## src/rtl/core/obup_pkg.sv

```systemverilog
// Shared types, constants and header checks for the OBU stream parser.
`timescale 1ns / 1ps

package obup_pkg;

    // Field widths
    localparam int ACC_W  = 56;
    localparam int LEN_W  = 29;
    localparam int HLEN_W = 4;
    localparam int CNT_W  = 16;
    localparam int SBC_W  = 4;

    // Output word: OBU type .. unit count is 89 bits, padded to whole bytes
    localparam int TDATA_W = 96;
    localparam int TUSER_W = 4;

    localparam int MAX_SIZE_BYTES = 8;
    localparam logic [ACC_W-1:0] MAX_PAYLOAD_BYTES = ACC_W'(256 * 1024 * 1024);

    // Temporal delimiter OBU type
    localparam logic [3:0] OBU_TD = 4'd2;

    typedef enum logic [3:0] {
        ST_OK        = 4'd0,
        ST_FORBIDDEN = 4'd1,
        ST_BADTYPE   = 4'd2,
        ST_RESERVED  = 4'd3,
        ST_NOSIZE    = 4'd4,
        ST_EXTRES    = 4'd5,
        ST_TOOLONG   = 4'd6,
        ST_TOOLARGE  = 4'd7,
        ST_SHORT     = 4'd8,
        ST_TRUNC     = 4'd9
    } status_t;

    typedef enum logic [7:0] {
        PH_START = 8'b0000_0001,
        PH_ASIZE = 8'b0000_0010,
        PH_AHDR  = 8'b0000_0100,
        PH_AEXT  = 8'b0000_1000,
        PH_EXT   = 8'b0001_0000,
        PH_SIZE  = 8'b0010_0000,
        PH_PAY5  = 8'b0100_0000,
        PH_PAYB  = 8'b1000_0000
    } phase_t;

    // Header checks in priority order; extension bits only when flagged
    function automatic status_t check_header(logic annexb, logic [7:0] hdr, logic [7:0] ext);
        status_t    st;
        logic [3:0] t;
        t  = hdr[6:3];
        st = ST_OK;
        if (hdr[7])
            st = ST_FORBIDDEN;
        else if (!(t inside {[4'd1:4'd8], 4'd15}))
            st = ST_BADTYPE;
        else if (!annexb && !hdr[1])
            st = ST_NOSIZE;
        else if (hdr[0])
            st = ST_RESERVED;
        else if (hdr[2] && (ext[2:0] != 3'd0))
            st = ST_EXTRES;
        return st;
    endfunction

endpackage

```

## src/rtl/core/av1_obu_stream_parser_core.sv

```systemverilog
// AV1 OBU header and LEB128 size parser, one stream byte per word.
`timescale 1ns / 1ps
// The byte that causes a result word is first held in the input register; parse logic then
//   writes the word into the result register, which drives the output.
// Throughput: one byte per cycle, sustained while the output side takes its words.
// Reset (rst_n low, asynchronous): parser waits for a new OBU, counters and annexb_mode clear,
//   both registers empty. No clearing pass is needed.

module av1_obu_stream_parser_core
(
    input  logic                         clk,
    input  logic                         rst_n,
    // configuration: annexb_mode
    input  logic                         cfg_valid,
    output logic                         cfg_ready,
    input  logic [0:0]                   cfg_data,
    // input byte stream
    input  logic                         s_tvalid,
    output logic                         s_tready,
    input  logic [7:0]                   s_tdata,   // [7:0] in_byte
    input  logic                         s_tlast,   // stream_end
    // result words
    output logic                         m_tvalid,
    input  logic                         m_tready,
    // [3:0] OBU type, [4] extension flag, [5] size flag, [8:6] temporal_id,
    // [10:9] spatial_id, [14:11] header_length, [43:15] payload bytes,
    // [72:44] total_length, [88:73] obus_in_unit, [95:89] zero
    output logic [obup_pkg::TDATA_W-1:0] m_tdata,
    output logic [obup_pkg::TUSER_W-1:0] m_tuser    // [3:0] status
);
    import obup_pkg::*;

    // registers
    logic               annexb_reg;
    logic               in_valid_reg;
    logic [7:0]         in_byte_reg;
    logic               in_end_reg;
    phase_t             phase_reg, phase_next;
    logic [7:0]         hdr_reg, hdr_next;
    logic [7:0]         ext_reg, ext_next;
    logic [ACC_W-1:0]   acc_reg, acc_next;
    logic [SBC_W-1:0]   sbc_reg, sbc_next;
    logic [LEN_W-1:0]   rem_reg, rem_next;
    logic [CNT_W-1:0]   cnt_reg, cnt_next;
    logic               out_valid_reg;
    logic [TDATA_W-1:0] out_data_reg, out_data_next;
    status_t            out_status_reg;

    logic adv;

    // parse-step signals
    logic               start;
    logic [ACC_W-1:0]   base_acc;
    logic [SBC_W-1:0]   base_sbc;
    logic [ACC_W-1:0]   sz_acc;
    logic [SBC_W-1:0]   sz_sbc;
    logic               sz_done;
    logic               sz_long;
    logic [7:0]         hd_hdr;
    logic [7:0]         hd_ext;
    logic               hd_annexb;
    logic [1:0]         hd_hb;
    status_t            hd_st;
    logic               hd_short;
    logic               hd_big;
    logic               hd_zero;
    logic [1:0]         cur_hb;
    logic [1:0]         new_hb;
    logic [LEN_W-1:0]   rem_dec;

    logic               emit;
    logic               is_fin;
    status_t            e_st;
    logic [HLEN_W-1:0]  e_hlen;
    logic [LEN_W-1:0]   e_plen;
    logic [CNT_W-1:0]   e_cnt;
    logic [LEN_W-1:0]   e_total;
    logic [2:0]         e_tid;
    logic [1:0]         e_sid;

    // handshakes
    assign cfg_ready = 1'b1;
    assign adv       = in_valid_reg && (!out_valid_reg || m_tready);
    assign s_tready  = !in_valid_reg || adv;
    assign m_tvalid  = out_valid_reg;
    assign m_tdata   = out_data_reg;
    assign m_tuser   = out_status_reg;

    // base state seen by this byte; a new OBU starts from cleared fields
    assign start    = (phase_reg == PH_START);
    assign base_acc = start ? '0 : acc_reg;
    assign base_sbc = start ? '0 : sbc_reg;
    assign cur_hb   = 2'd1 + {1'b0, hdr_reg[2]};

    // LEB128 byte: drop 7 bits into the next lane
    always_comb
    begin
        sz_acc = base_acc;
        for (int k = 0; k < MAX_SIZE_BYTES; k++)
        begin
            if (base_sbc == SBC_W'(k))
                sz_acc[7*k +: 7] = base_acc[7*k +: 7] | in_byte_reg[6:0];
        end
    end
    assign sz_sbc  = base_sbc + SBC_W'(1);
    assign sz_done = !in_byte_reg[7];
    assign sz_long = in_byte_reg[7] && (sz_sbc >= SBC_W'(MAX_SIZE_BYTES));

    // header completion checks, shared by all phases that finish a header
    assign hd_hdr    = (start || phase_reg == PH_AHDR) ? in_byte_reg : hdr_reg;
    assign hd_ext    = (phase_reg == PH_AEXT || phase_reg == PH_EXT) ? in_byte_reg : 8'h00;
    assign hd_annexb = (phase_reg == PH_AHDR || phase_reg == PH_AEXT);
    assign hd_hb     = 2'd1 + {1'b0, hd_hdr[2]};
    assign hd_st     = check_header(hd_annexb, hd_hdr, hd_ext);
    assign hd_short  = acc_reg < {{(ACC_W-2){1'b0}}, hd_hb};
    assign hd_big    = acc_reg > (MAX_PAYLOAD_BYTES + {{(ACC_W-2){1'b0}}, hd_hb});
    assign hd_zero   = acc_reg == {{(ACC_W-2){1'b0}}, hd_hb};

    assign rem_dec   = (rem_reg == '0) ? '0 : rem_reg - LEN_W'(1);

    // one parse step
    always_comb
    begin
        phase_next = phase_reg;
        hdr_next   = start ? 8'h00 : hdr_reg;
        ext_next   = start ? 8'h00 : ext_reg;
        acc_next   = base_acc;
        sbc_next   = base_sbc;
        rem_next   = start ? '0 : rem_reg;
        cnt_next   = cnt_reg;
        emit       = 1'b0;
        is_fin     = 1'b0;
        e_st       = ST_OK;
        e_hlen     = '0;
        e_plen     = '0;
        e_cnt      = cnt_reg;

        case (phase_reg)
            PH_START, PH_ASIZE:
            begin
                if (start && !annexb_reg)
                begin
                    // section 5: this byte is the header
                    hdr_next = in_byte_reg;
                    if (in_byte_reg[2])
                        phase_next = PH_EXT;
                    else if (hd_st != ST_OK)
                    begin
                        emit   = 1'b1;
                        e_st   = hd_st;
                        e_hlen = HLEN_W'(hd_hb);
                    end
                    else
                        phase_next = PH_SIZE;
                end
                else
                begin
                    // Annex B length prefix
                    acc_next   = sz_acc;
                    sbc_next   = sz_sbc;
                    phase_next = PH_ASIZE;
                    if (sz_long)
                    begin
                        emit   = 1'b1;
                        e_st   = ST_TOOLONG;
                        e_hlen = sz_sbc;
                    end
                    else if (sz_done)
                    begin
                        if (sz_acc[ACC_W-1:32] != '0)
                        begin
                            emit   = 1'b1;
                            e_st   = ST_TOOLARGE;
                            e_hlen = sz_sbc;
                        end
                        else
                            phase_next = PH_AHDR;
                    end
                end
            end
            PH_AHDR, PH_AEXT, PH_EXT:
            begin
                if (phase_reg == PH_AHDR)
                    hdr_next = in_byte_reg;
                else
                    ext_next = in_byte_reg;
                if (phase_reg == PH_AHDR && in_byte_reg[2])
                    phase_next = PH_AEXT;
                else if (!hd_annexb)
                begin
                    if (hd_st != ST_OK)
                    begin
                        emit   = 1'b1;
                        e_st   = hd_st;
                        e_hlen = HLEN_W'(hd_hb);
                    end
                    else
                        phase_next = PH_SIZE;
                end
                else
                begin
                    e_hlen = HLEN_W'(hd_hb) + sbc_reg;
                    if (hd_st != ST_OK)
                    begin
                        emit = 1'b1;
                        e_st = hd_st;
                    end
                    else if (hd_short)
                    begin
                        emit = 1'b1;
                        e_st = ST_SHORT;
                    end
                    else if (hd_big)
                    begin
                        emit = 1'b1;
                        e_st = ST_TOOLARGE;
                    end
                    else if (hd_zero)
                    begin
                        emit   = 1'b1;
                        is_fin = 1'b1;
                    end
                    else
                    begin
                        rem_next   = acc_reg[LEN_W-1:0] - LEN_W'(hd_hb);
                        phase_next = PH_PAYB;
                    end
                end
            end
            PH_SIZE:
            begin
                // section 5 size field
                acc_next = sz_acc;
                sbc_next = sz_sbc;
                e_hlen   = HLEN_W'(cur_hb) + sz_sbc;
                if (sz_long)
                begin
                    emit = 1'b1;
                    e_st = ST_TOOLONG;
                end
                else if (sz_done)
                begin
                    if (sz_acc > MAX_PAYLOAD_BYTES)
                    begin
                        emit = 1'b1;
                        e_st = ST_TOOLARGE;
                    end
                    else if (sz_acc == '0)
                    begin
                        emit   = 1'b1;
                        is_fin = 1'b1;
                    end
                    else
                    begin
                        rem_next   = sz_acc[LEN_W-1:0];
                        phase_next = PH_PAY5;
                    end
                end
            end
            PH_PAY5, PH_PAYB:
            begin
                // count off payload bytes
                rem_next = rem_dec;
                if (rem_dec == '0)
                begin
                    emit   = 1'b1;
                    is_fin = 1'b1;
                    e_hlen = HLEN_W'(cur_hb) + sbc_reg;
                    e_plen = (phase_reg == PH_PAYB)
                             ? acc_reg[LEN_W-1:0] - LEN_W'(cur_hb)
                             : acc_reg[LEN_W-1:0];
                end
            end
            default:
            begin
                phase_next = PH_START;
            end
        endcase

        new_hb = 2'd1 + {1'b0, hdr_next[2]};

        // stream ended inside an OBU
        if (!emit && in_end_reg && phase_next != PH_START)
        begin
            emit = 1'b1;
            e_st = ST_TRUNC;
            case (phase_next)
                PH_ASIZE, PH_AHDR: e_hlen = sbc_next;
                PH_AEXT:           e_hlen = sbc_next + HLEN_W'(1);
                PH_EXT:            e_hlen = HLEN_W'(1);
                PH_SIZE:           e_hlen = HLEN_W'(new_hb) + sbc_next;
                PH_PAY5:
                begin
                    e_hlen = HLEN_W'(new_hb) + sbc_next;
                    e_plen = acc_next[LEN_W-1:0] - rem_next;
                end
                default:
                begin
                    e_hlen = HLEN_W'(new_hb) + sbc_next;
                    e_plen = acc_next[LEN_W-1:0] - LEN_W'(new_hb) - rem_next;
                end
            endcase
        end

        // good OBU: update the per-unit count
        if (is_fin)
        begin
            if (hdr_next[6:3] == OBU_TD)
                cnt_next = '0;
            else if (cnt_reg != '1)
                cnt_next = cnt_reg + CNT_W'(1);
            e_cnt = (hdr_next[6:3] == OBU_TD) ? cnt_reg : cnt_next;
        end

        if (emit)
            phase_next = PH_START;
    end

    assign e_total = LEN_W'(e_hlen) + e_plen;
    assign e_tid   = hdr_next[2] ? ext_next[7:5] : 3'd0;
    assign e_sid   = hdr_next[2] ? ext_next[4:3] : 2'd0;

    // result word packing
    assign out_data_next = {7'd0, e_cnt, e_total, e_plen, e_hlen, e_sid, e_tid,
                            hdr_next[1], hdr_next[2], hdr_next[6:3]};

    // configuration register
    always_ff @(posedge clk or negedge rst_n)
    begin
        if (!rst_n)
            annexb_reg <= 1'b0;
        else if (cfg_valid)
            annexb_reg <= cfg_data[0];
    end

    // input register
    always_ff @(posedge clk or negedge rst_n)
    begin
        if (!rst_n)
            in_valid_reg <= 1'b0;
        else if (s_tready)
            in_valid_reg <= s_tvalid;
    end

    always_ff @(posedge clk)
    begin
        if (s_tready && s_tvalid)
        begin
            in_byte_reg <= s_tdata;
            in_end_reg  <= s_tlast;
        end
    end

    // parser state
    always_ff @(posedge clk or negedge rst_n)
    begin
        if (!rst_n)
        begin
            phase_reg <= PH_START;
            hdr_reg   <= '0;
            ext_reg   <= '0;
            acc_reg   <= '0;
            sbc_reg   <= '0;
            rem_reg   <= '0;
            cnt_reg   <= '0;
        end
        else if (adv)
        begin
            phase_reg <= phase_next;
            hdr_reg   <= hdr_next;
            ext_reg   <= ext_next;
            acc_reg   <= acc_next;
            sbc_reg   <= sbc_next;
            rem_reg   <= rem_next;
            cnt_reg   <= cnt_next;
        end
    end

    // result register
    always_ff @(posedge clk or negedge rst_n)
    begin
        if (!rst_n)
            out_valid_reg <= 1'b0;
        else if (adv && emit)
            out_valid_reg <= 1'b1;
        else if (m_tready)
            out_valid_reg <= 1'b0;
    end

    always_ff @(posedge clk)
    begin
        if (adv && emit)
        begin
            out_data_reg   <= out_data_next;
            out_status_reg <= e_st;
        end
    end

    // checks
    a_err_no_payload: assert property (@(posedge clk) disable iff (!rst_n)
        (m_tvalid && m_tuser != ST_OK && m_tuser != ST_TRUNC) |-> (m_tdata[43:15] == '0))
        else $error("error word carries a payload length");

    a_hlen_range: assert property (@(posedge clk) disable iff (!rst_n)
        m_tvalid |-> (m_tdata[14:11] <= HLEN_W'(10)))
        else $error("header length out of range");

    a_pay_remaining: assert property (@(posedge clk) disable iff (!rst_n)
        (phase_reg == PH_PAY5 || phase_reg == PH_PAYB) |-> (rem_reg != '0))
        else $error("payload phase with nothing left to count");

    a_size_count: assert property (@(posedge clk) disable iff (!rst_n)
        (phase_reg == PH_SIZE || phase_reg == PH_ASIZE) |-> (sbc_reg < SBC_W'(MAX_SIZE_BYTES)))
        else $error("size byte count past limit while reading size");

endmodule
```

## config.mk

```make
export PLATFORM = sky130hd
export DESIGN_NAME = av1_obu_stream_parser_core
export DESIGN_NICKNAME = d
export VERILOG_FILES = /design/src/rtl/core/obup_pkg.sv /design/src/rtl/core/av1_obu_stream_parser_core.sv
export SDC_FILE = /design/constraint.sdc
export NUM_CORES = 1
export LEC_CHECK = 0
export BUFFER_PORTS_ARGS = -buffer_cell sky130_fd_sc_hd__buf_4
export CORE_MARGIN = 2
export CORE_UTILIZATION = 35
export DETAILED_ROUTE_END_ITERATION = 8
export PLACE_DENSITY = 0.56
export SYNTH_ARGS = -nofsm -noshare
export SYNTH_HDL_FRONTEND = slang
export SYNTH_SLANG_ARGS = --single-unit
```

## constraint.sdc

```tcl
create_clock -name clk -period 8.4 [get_ports clk]
set_input_delay 0.84 -clock clk [delete_from_list [all_inputs] [get_ports clk]]
set_output_delay 0.84 -clock clk [all_outputs]
set_load 0.03 [all_outputs]
```

Word-level counts from Yosys, hierarchy flattened
Cells that the tools add are included.
Operators by class
  add/subtract/negate cells: 18
  magnitude comparators: 6
  equality and inequality tests: 26
  mux-type cells: 125
  bitwise logic cells: 8
  reductions and logical operators: 37
Operators with widths (count)
  2-to-1 mux 29 bit: 16
  2-to-1 mux 8 bit: 21
  2-to-1 mux 56 bit: 2
  one-hot mux 56 bit (2 select lines): 1
  one-hot mux 29 bit (3 select lines): 1
  subtractor 29 x 2 -> 29 bit: 3
  2-to-1 mux 4 bit: 17
  2-to-1 mux 16 bit: 4
  zero test 29 bit: 2
  one-hot mux 29 bit (2 select lines): 1
  subtractor 29 bit: 2
  == test 56 x 2 -> 1 bit: 1
  greater-than comparator 56 x 29 -> 1 bit (second input constant): 1
  greater-than comparator 56 x 30 -> 1 bit: 1
  zero test 56 bit: 1
  less-than comparator 56 x 2 -> 1 bit: 1
  2-to-1 mux 7 bit: 8
  bitwise OR 7 bit: 8
  2-to-1 mux 3 bit: 16
  one-hot mux 8 bit (4 select lines): 1
  adder 29 x 2 -> 30 bit (first input constant): 1
  adder 4 x 29 -> 29 bit: 1
  subtractor 29 x 1 -> 29 bit (second input constant): 1
  2-to-1 mux 1 bit: 28
  other kinds (40): 81
Storage, ports and cells
  flip-flop bits (word level): 234
  output and inout bits: 103

Depth between registers and ports, before layout
Gate-level depths: netlist of the first run.
  depth in word-level cells: 21
  mapped depth: 40
  mapped depth without buffers: 34

Worst setup path before layout of the first run
No wires, ideal clock.
  path kind: register to register
  from: register phase_reg[0]
  to: register out_data_reg[72] (netlist: m_tdata[72]) (data pin)
  library setup time: 0.271 ns
  arrival: 8.038 ns
  setup slack: 0.090 ns
  stages on the path, launching flop included: 36
  period minus slack after synthesis: 8.310 ns
  cells stage by stage: dfstp_2 buf_2 nor4b_1 nand2_2 clkbuf_1 clkbuf_1 buf_1 nand2_1 inv_1 ha_1 clkbuf_1 o21ai_0 a21oi_1 a31oi_1 o211ai_1 a21o_1 or3_1 mux2i_1 clkbuf_1 clkbuf_1 a221oi_1 fa_1 ha_1 and2_1 a32o_1 a311oi_2 o211ai_1 a2111oi_2 nor2_1 o41ai_1 o21ai_0 a22oi_1 nand4_1 nand3b_4 nor4_1 xor2_1
Between the ends
  longest elaborated chain between the ends: 20
  elaborated cells between the ends (all ways): 163
Ends and longest elaborated chain
  start: declaration: RTL line av1_obu_stream_parser_core.sv:38  | phase_t phase_reg, phase_next;
  start signal: assignment: RTL line av1_obu_stream_parser_core.sv:369  | phase_reg <= phase_next;
  parallel branches: the longest is 19 deep, another holds greater-than comparator 56 x 30 -> 1 bit
  adder 4 x 29 -> 29 bit (*): RTL line av1_obu_stream_parser_core.sv:319  | assign e_total = LEN_W'(e_hlen) + e_plen;
  net e_total[28]: RTL line av1_obu_stream_parser_core.sv:77  | logic [LEN_W-1:0] e_total;
  end signal: assignment: RTL line av1_obu_stream_parser_core.sv:394  | out_data_reg <= out_data_next;
  end: declaration: RTL line av1_obu_stream_parser_core.sv:46  | logic [TDATA_W-1:0] out_data_reg, out_data_next;
Mark *: on every way through the listed nets, which the timed path passes.
A chain may end at the register's enable or synchronous reset.

Worst setup path in the final report of the first run
  from: register phase_reg[4]
  to: register out_data_reg[65] (netlist: m_tdata[65]) (data pin)
Between the ends
  longest elaborated chain between the ends: 20
  elaborated cells between the ends (all ways): 163
Ends and longest elaborated chain
  parallel branches: the longest is 18 deep, another holds greater-than comparator 56 x 30 -> 1 bit
  2-to-1 mux 29 bit (*): RTL line av1_obu_stream_parser_core.sv:283  | if (!emit && in_end_reg && phase_next != PH_START)
  net e_plen[13]: RTL line av1_obu_stream_parser_core.sv:75  | logic [LEN_W-1:0] e_plen;
  adder 4 x 29 -> 29 bit (*): RTL line av1_obu_stream_parser_core.sv:319
  net e_total[21]: RTL line av1_obu_stream_parser_core.sv:77
Marked as above.

==> qor.yml, run 1 <==
setup_path:
  cp_max_fo: 10
  endpoint_kind: "flip-flop"
  crit_family: "compound AO/OA/AOI/OAI gates"
  cp_slowest_stage_delay_ns: 0.60
  critical_path_class: "reg -> reg"
  cp.required_ns: 8.72
  arrival_ns: 8.39
  critical_path_buf_inv_count: 4
  crit_path_start_kind: "flip-flop"
  reg2reg_slack_ns: 0.33
  slowest_stage: "or4_1"
layout:
  seq_area_mm2: 0.006292
  multiInputGateArea_mm2: 0.01129
  final_util_pct: 41.05
  syn2layout_area_growth_pct: 15.77
  fin_nets: 2441
  largest_register_ffs: 89
  n_fill_cell: 5302
  drive_above_1_share_pct: 14.37
  diodes: 0
die:
  core_area_mm2: 0.05266
  num_io_pins: 118
  die_h_um: 235.0
  rows: 84
  initial_core_util_pct: 35.46
  fp.dieW_um: 235.0
  die_area_mm2: 0.05520
cts:
  cts_max_level: 1
  clkTransAtPathRegs_ns: 0.06
  cts_buffers: 29
  clock_latency_ns: 0.61
  clk_path_buf_depth: 3
  cts_root_buf: "clkbuf_16"
  tritoncts: "built"
  cts.sinks: 231
detailed_routing:
  post-route-drc-count: 0
  drtIter0Drc: 1830
  routed_wl_um: 68160
  ant_nets: 0
  viasPerCell: 5.833
  drt-pass1-iter-count: 6
  wire_per_inst_um: 22.52
  via_count: 17650
sta:
  timing.fmax_mhz: 123.9
  finalHoldViolations: 0
  maxSlewViolCount: 0
  setup_viol: 0
  fin_crit_sh_pct: 96.06
  period_minus_slack_ns: 8.069
  worst_pin_slew_ns: 1.269
  timing.slew.headroom_pct: 15.06
  timing.final.ws_setup_ns: 0.3310
  skew_ns: 0.04322
global_route:
  grtUsageTotal_pct: 24.06
  antenna_found_initial: 0
  gr-total-overflow: 0
  grt_pass1_wl_um: 105000
  grt_max_degree: 86
  first_global_vias: 17210
logic_synthesis:
  syn_avg_cell_area_um2: 8.387
  ys_warn_count: 0
  ys_seq_elements: 231
  synth_cells: 2226
  synth-main-ff-cell: "dfrtp_1"
  synthTopCellsByArea: "dfrtp_1 17%, edfxtp_1 16%, ha_1 6.9%"
  yosysMostFrequentCell: "nand2_1"
  synth_top_cell_area_share_pct: 17.16
  yosysUniqueCellTypes: 106
  syn_area_mm2: 0.01867
  synth_top_area_cell: "dfrtp_1"
  synth_edf_count: 102
  ys_top_cells_by_count: "240 x nand2_1, 170 x nor2_1, 155 x inv_1, 155 x o21ai_0, 131 x a21oi_1"
  async_reset_ff_share_pct: 55.84
  ys_seq_area_share_pct: 33.70
outcome:
  status: "finished clean"
placement:
  placement.io_buffers: 109
  place.gp.congestion: 0.9838
  dp_hpwl_um: 51160
  dp_slack_ns: 0.08013
flow_run:
  drv_cap: 0
worst_hold_path:
  hp-class: "in -> async"
-- final timing paths --
check                                              start  cells after the start                  endpoint
worst min register to register   acc_reg[48]$_DFFE_PN0P_                      2   acc_reg[48]$_DFFE_PN0P_
worst max-delay path            phase_reg[4]$_DFFE_PN0P_                     32     m_tdata[65]$_DFFE_PP_
worst min-delay path                               rst_n                      1      m_tvalid$_DFFE_PN0P_
min in group clk                              s_tdata[2]                      1  in_byte_reg[2]$_DFFE_PP_
worst max register to register  phase_reg[4]$_DFFE_PN0P_                     32     m_tdata[65]$_DFFE_PP_
max in group asynchronous                          rst_n                      2   acc_reg[22]$_DFFE_PN0P_
-- layout by cell type, fill, tap and decap left out, types with 14 or more instances in the layout --
master,Yosys,final
nand2_1,240,239
buf_4,9,209
nor2_1,170,170
inv_1,155,154
o21ai_0,155,153
a21oi_1,131,129
dfrtp_1,128,128
xnor2_1,112,112
edfxtp_1,102,102
ha_1,103,101
nand3_1,64,63
xor2_1,58,58
nor4_1,57,55
nor3_1,51,51
clkbuf_16,0,32
a22oi_1,31,31
a31oi_1,29,28
a22o_1,28,28
and2_1,25,25
a21o_1,24,24
nand2b_1,21,21
a32o_1,21,21
and3_1,18,18
nand4_1,18,18
o211ai_1,17,17
nor2b_1,16,16
o31ai_1,16,16
or3_1,16,16
o22ai_1,14,14
-- kinds of logic (layout without fill, tap and decap cells) --
logic type | count (synthesis) | after routing | share of synthesized area [%]
and+or+nand+nor | 769 | 769 | 20.79
AOI/OAI and AO/OA | 615 | 615 | 22.29
buffers and inverters | 314 | 420 | 6.642
DFF | 231 | 231 | 33.70
xor gates and xnor gates | 170 | 170 | 7.975
adders and majority gates | 111 | 111 | 7.761
muxes | 14 | 14 | 0.7975
other | 2 | 8 | 0.04023
-- final cells by class --
type	count	share of cell area [%]
clock buffers	44	4.052
inverters	155	2.703
well taps	688	3.983
flip-flops and latches	231	29.11
clock inverters	10	0.5615
multi-input cells	1687	52.22
repair buffers	211	7.364
-- repair_timing --
| action | CTS | global route |
|---|---|---|
| endpoints found under the setup margin | 0 | 23 |
| buffers inserted | 0 | 5 |
| gates resized for setup | 0 | 21 |
| hold buffers | 0 | 0 |
-- stage by stage --
| stage | TNS, ns | hold slack, ns | cells | area (µm²) |
|---|---|---|---|---|
| after floorplan | 0 | 0.4628 | 2232 | 18690 |
| after global placement | 0 | 0.4784 | 2967 | 20460 |
| after detailed placement | 0 | 0.4846 | 2967 | 20460 |
| after CTS | 0 | 0.3726 | 3021 | 21460 |
| after global routing | -0.1668 | 0.3924 | 3026 | 21610 |
| final | 0 | 0.3341 | 3026 | 21610 |
-- per-layer routing --
layer	track usage (%)	vias up	part of all wire, %
met2	37.28	678	45
met4	9.283	0	3.6
met1	34.09	8645	45
li1	-	8204	-
met5	0	-	0
met3	3.019	123	6.6
-- worst register-to-register path, delay by kind of cell (launching register included) --
family	cells	cell delay, ns
AOI/OAI and AO/OA	12	2.90
DFF	1	0.51
adders and majority gates	3	0.74
xor gates and xnor gates	3	0.43
buffers and inverters	4	0.68
and+or+nand+nor	10	2.54
Power of run 1 is not shown: default switching activity piles up to over one toggle a cycle in this logic, so the estimate is an artifact.
==> run 2: changes to the inputs <==
--- a/config.mk
+++ b/config.mk
@@ -9,7 +9,7 @@
 export CORE_MARGIN = 2
 export CORE_UTILIZATION = 35
 export DETAILED_ROUTE_END_ITERATION = 8
-export PLACE_DENSITY = 0.56
+export PLACE_DENSITY = 0.54
 export SYNTH_ARGS = -nofsm -noshare
 export SYNTH_HDL_FRONTEND = slang
 export SYNTH_SLANG_ARGS = --single-unit
==> constraint.sdc (replaced) <==
create_clock -name clk -period 10.3 [get_ports clk]
set_input_delay 1.03 -clock clk [delete_from_list [all_inputs] [get_ports clk]]
set_output_delay 1.03 -clock clk [all_outputs]
set_load 0.03 [all_outputs]
==> qor.yml, run 2 (synthesis gave the netlist of run 1 again) <==
outcome:
  status: "finished clean"
worst_hold_path:
  hp-class: "in -> async"
global_route:
  first_global_vias: 16580
  gr-total-overflow: 0
  antenna_found_initial: 0
  grt_pass1_wl_um: 99950
  grt_max_degree: 109
  grtUsageTotal_pct: 22.84
sta:
  timing.fmax_mhz: 104.6
  skew_ns: 0.04053
  worst_pin_slew_ns: 1.068
  timing.slew.headroom_pct: 28.54
  period_minus_slack_ns: 9.556
  finalHoldViolations: 0
  tns_ns: 0
  setup_viol: 0
  fin_crit_sh_pct: 92.78
  rsz0062_at_grt: "false"
  maxSlewViolCount: 0
placement:
  place_area_mm2: 0.02002
  placement.io_buffers: 109
  dp_hpwl_um: 48170
  place.gp.congestion: 0.9561
setup_path:
  slowest_stage: "nor4_1"
  cp_slowest_stage_delay_ns: 0.76
  crit_family: "simple AND/OR/NAND/NOR gates"
  cp_max_fo: 26
  critical_path_buf_inv_count: 2
  crit_path_start_kind: "flip-flop"
  endpoint_kind: "flip-flop"
  arrival_ns: 9.88
  critical_path_class: "reg -> reg"
  cp.required_ns: 10.63
die:
  die_h_um: 235.0
  fp.dieW_um: 235.0
  rows: 84
  core_area_mm2: 0.05266
  die_area_mm2: 0.05520
  num_io_pins: 118
  initial_core_util_pct: 35.46
detailed_routing:
  dr.max_layer_used: "met4"
  viasPerCell: 5.884
  ant_nets: 0
  routed_wl_um: 64880
  via_count: 17420
  drt-pass1-iter-count: 6
  drtIter0Drc: 1961
  wl_met1_um: 28600
  post-route-drc-count: 0
  wire_per_inst_um: 21.92
  wl_met3_um: 4534
  dr_wl_met2_um: 29190
layout:
  layout_commonest_cell: "nand2_1"
  diodes: 0
  largest_register_ffs: 89
  finalInstanceArea_mm2: 0.02098
  syn2layout_area_growth_pct: 12.37
  layout_common_cells: "239 x nand2_1, 169 x nor2_1, 155 x o21ai_0, 154 x inv_1, 144 x buf_4"
  drive_above_1_share_pct: 11.44
  fin_nets: 2375
cts:
  cts_root_buf: "clkbuf_16"
  clk_path_buf_depth: 3
  post_cts_buffers: 0
  cts_buffers: 29
  cts_resized: 0
  cts_max_level: 1
  holdBufCountCts: 0
  clock_latency_ns: 0.61
  tritoncts: "built"
  cts.sinks: 231
  clkTransAtPathRegs_ns: 0.06
flow_run:
  drv_cap: 0
==> run 2: cell types whose count changed in the layout (fill, tap and decap cells not counted), sizes merged <==
| cell | delta |
|---|---|
| clkinv | +5 |
| inv | +2 |
| clkbuf | -10 |
| buf | -66 |
| clkinvlp | +3 |
==> run 2: path summary, 6_finish.rpt <==
| check | start | to | slack [ns] | cells after the start |
|---|---|---|---|---|
| max | phase_reg[4]$_DFFE_PN0P_ | m_tdata[71]$_DFFE_PP_ | 0.74 | 30 |
| min | rst_n | in_valid_reg$_DFFE_PN0N_ | 0.40 | 1 |
| max reg2reg | phase_reg[4]$_DFFE_PN0P_ | m_tdata[71]$_DFFE_PP_ | 0.74 | 30 |
| min reg2reg | acc_reg[43]$_DFFE_PN0P_ | acc_reg[43]$_DFFE_PN0P_ | 0.50 | 2 |
| max in group asynchronous | rst_n | rem_reg[9]$_DFFE_PN0P_ | 8.46 | 2 |
| min in group clk | acc_reg[43]$_DFFE_PN0P_ | acc_reg[43]$_DFFE_PN0P_ | 0.50 | 2 |
==> run 2: per-stage QoR <==
step           std cells  hold slack [ns]  utilization, %  worst slack (ns)
2_1_floorplan       2232           0.4628               -             1.990
3_3_place_gp        2906           0.4820           38.02             1.309
3_5_place_dp        2906           0.4807           38.02             1.043
4_1_cts             2960           0.4349           39.84            0.9555
5_1_grt             2960           0.4500           39.84            0.1542
6_report            2960           0.4022           39.84            0.7441
==> run 2: per-layer routing <==
layer | global-route usage [%] | vias to the layer above
met2 | 36.26 | 722
met3 | 2.914 | 155
li1 | - | 8071
met4 | 8.592 | 0
met5 | 0 | -
met1 | 31.70 | 8469
==> run 2: layout make-up <==
| cell class | instances | area (µm²) |
|---|---|---|
| clock buffer | 34 | 774.5 |
| timing repair buffer | 145 | 1092 |
| inverter | 155 | 584.3 |
| fill | 5315 | 31680 |
| clock inverter | 20 | 186.4 |
| sequential | 231 | 6292 |
| tap | 688 | 860.8 |
| multi-input combinational | 1687 | 11190 |
==> run 2: worst register-to-register path, delay by kind of cell, from the launching register on <==
family	cells	cell delay, ns
buffers and inverters	2	0.34
XOR/XNOR	3	0.50
flip-flops	1	0.52
AND/OR/NAND/NOR	11	3.76
adder cells (fa/ha/maj)	3	1.01
AO/OA/AOI/OAI	11	3.20
Power of run 2 is left out for the same reason.
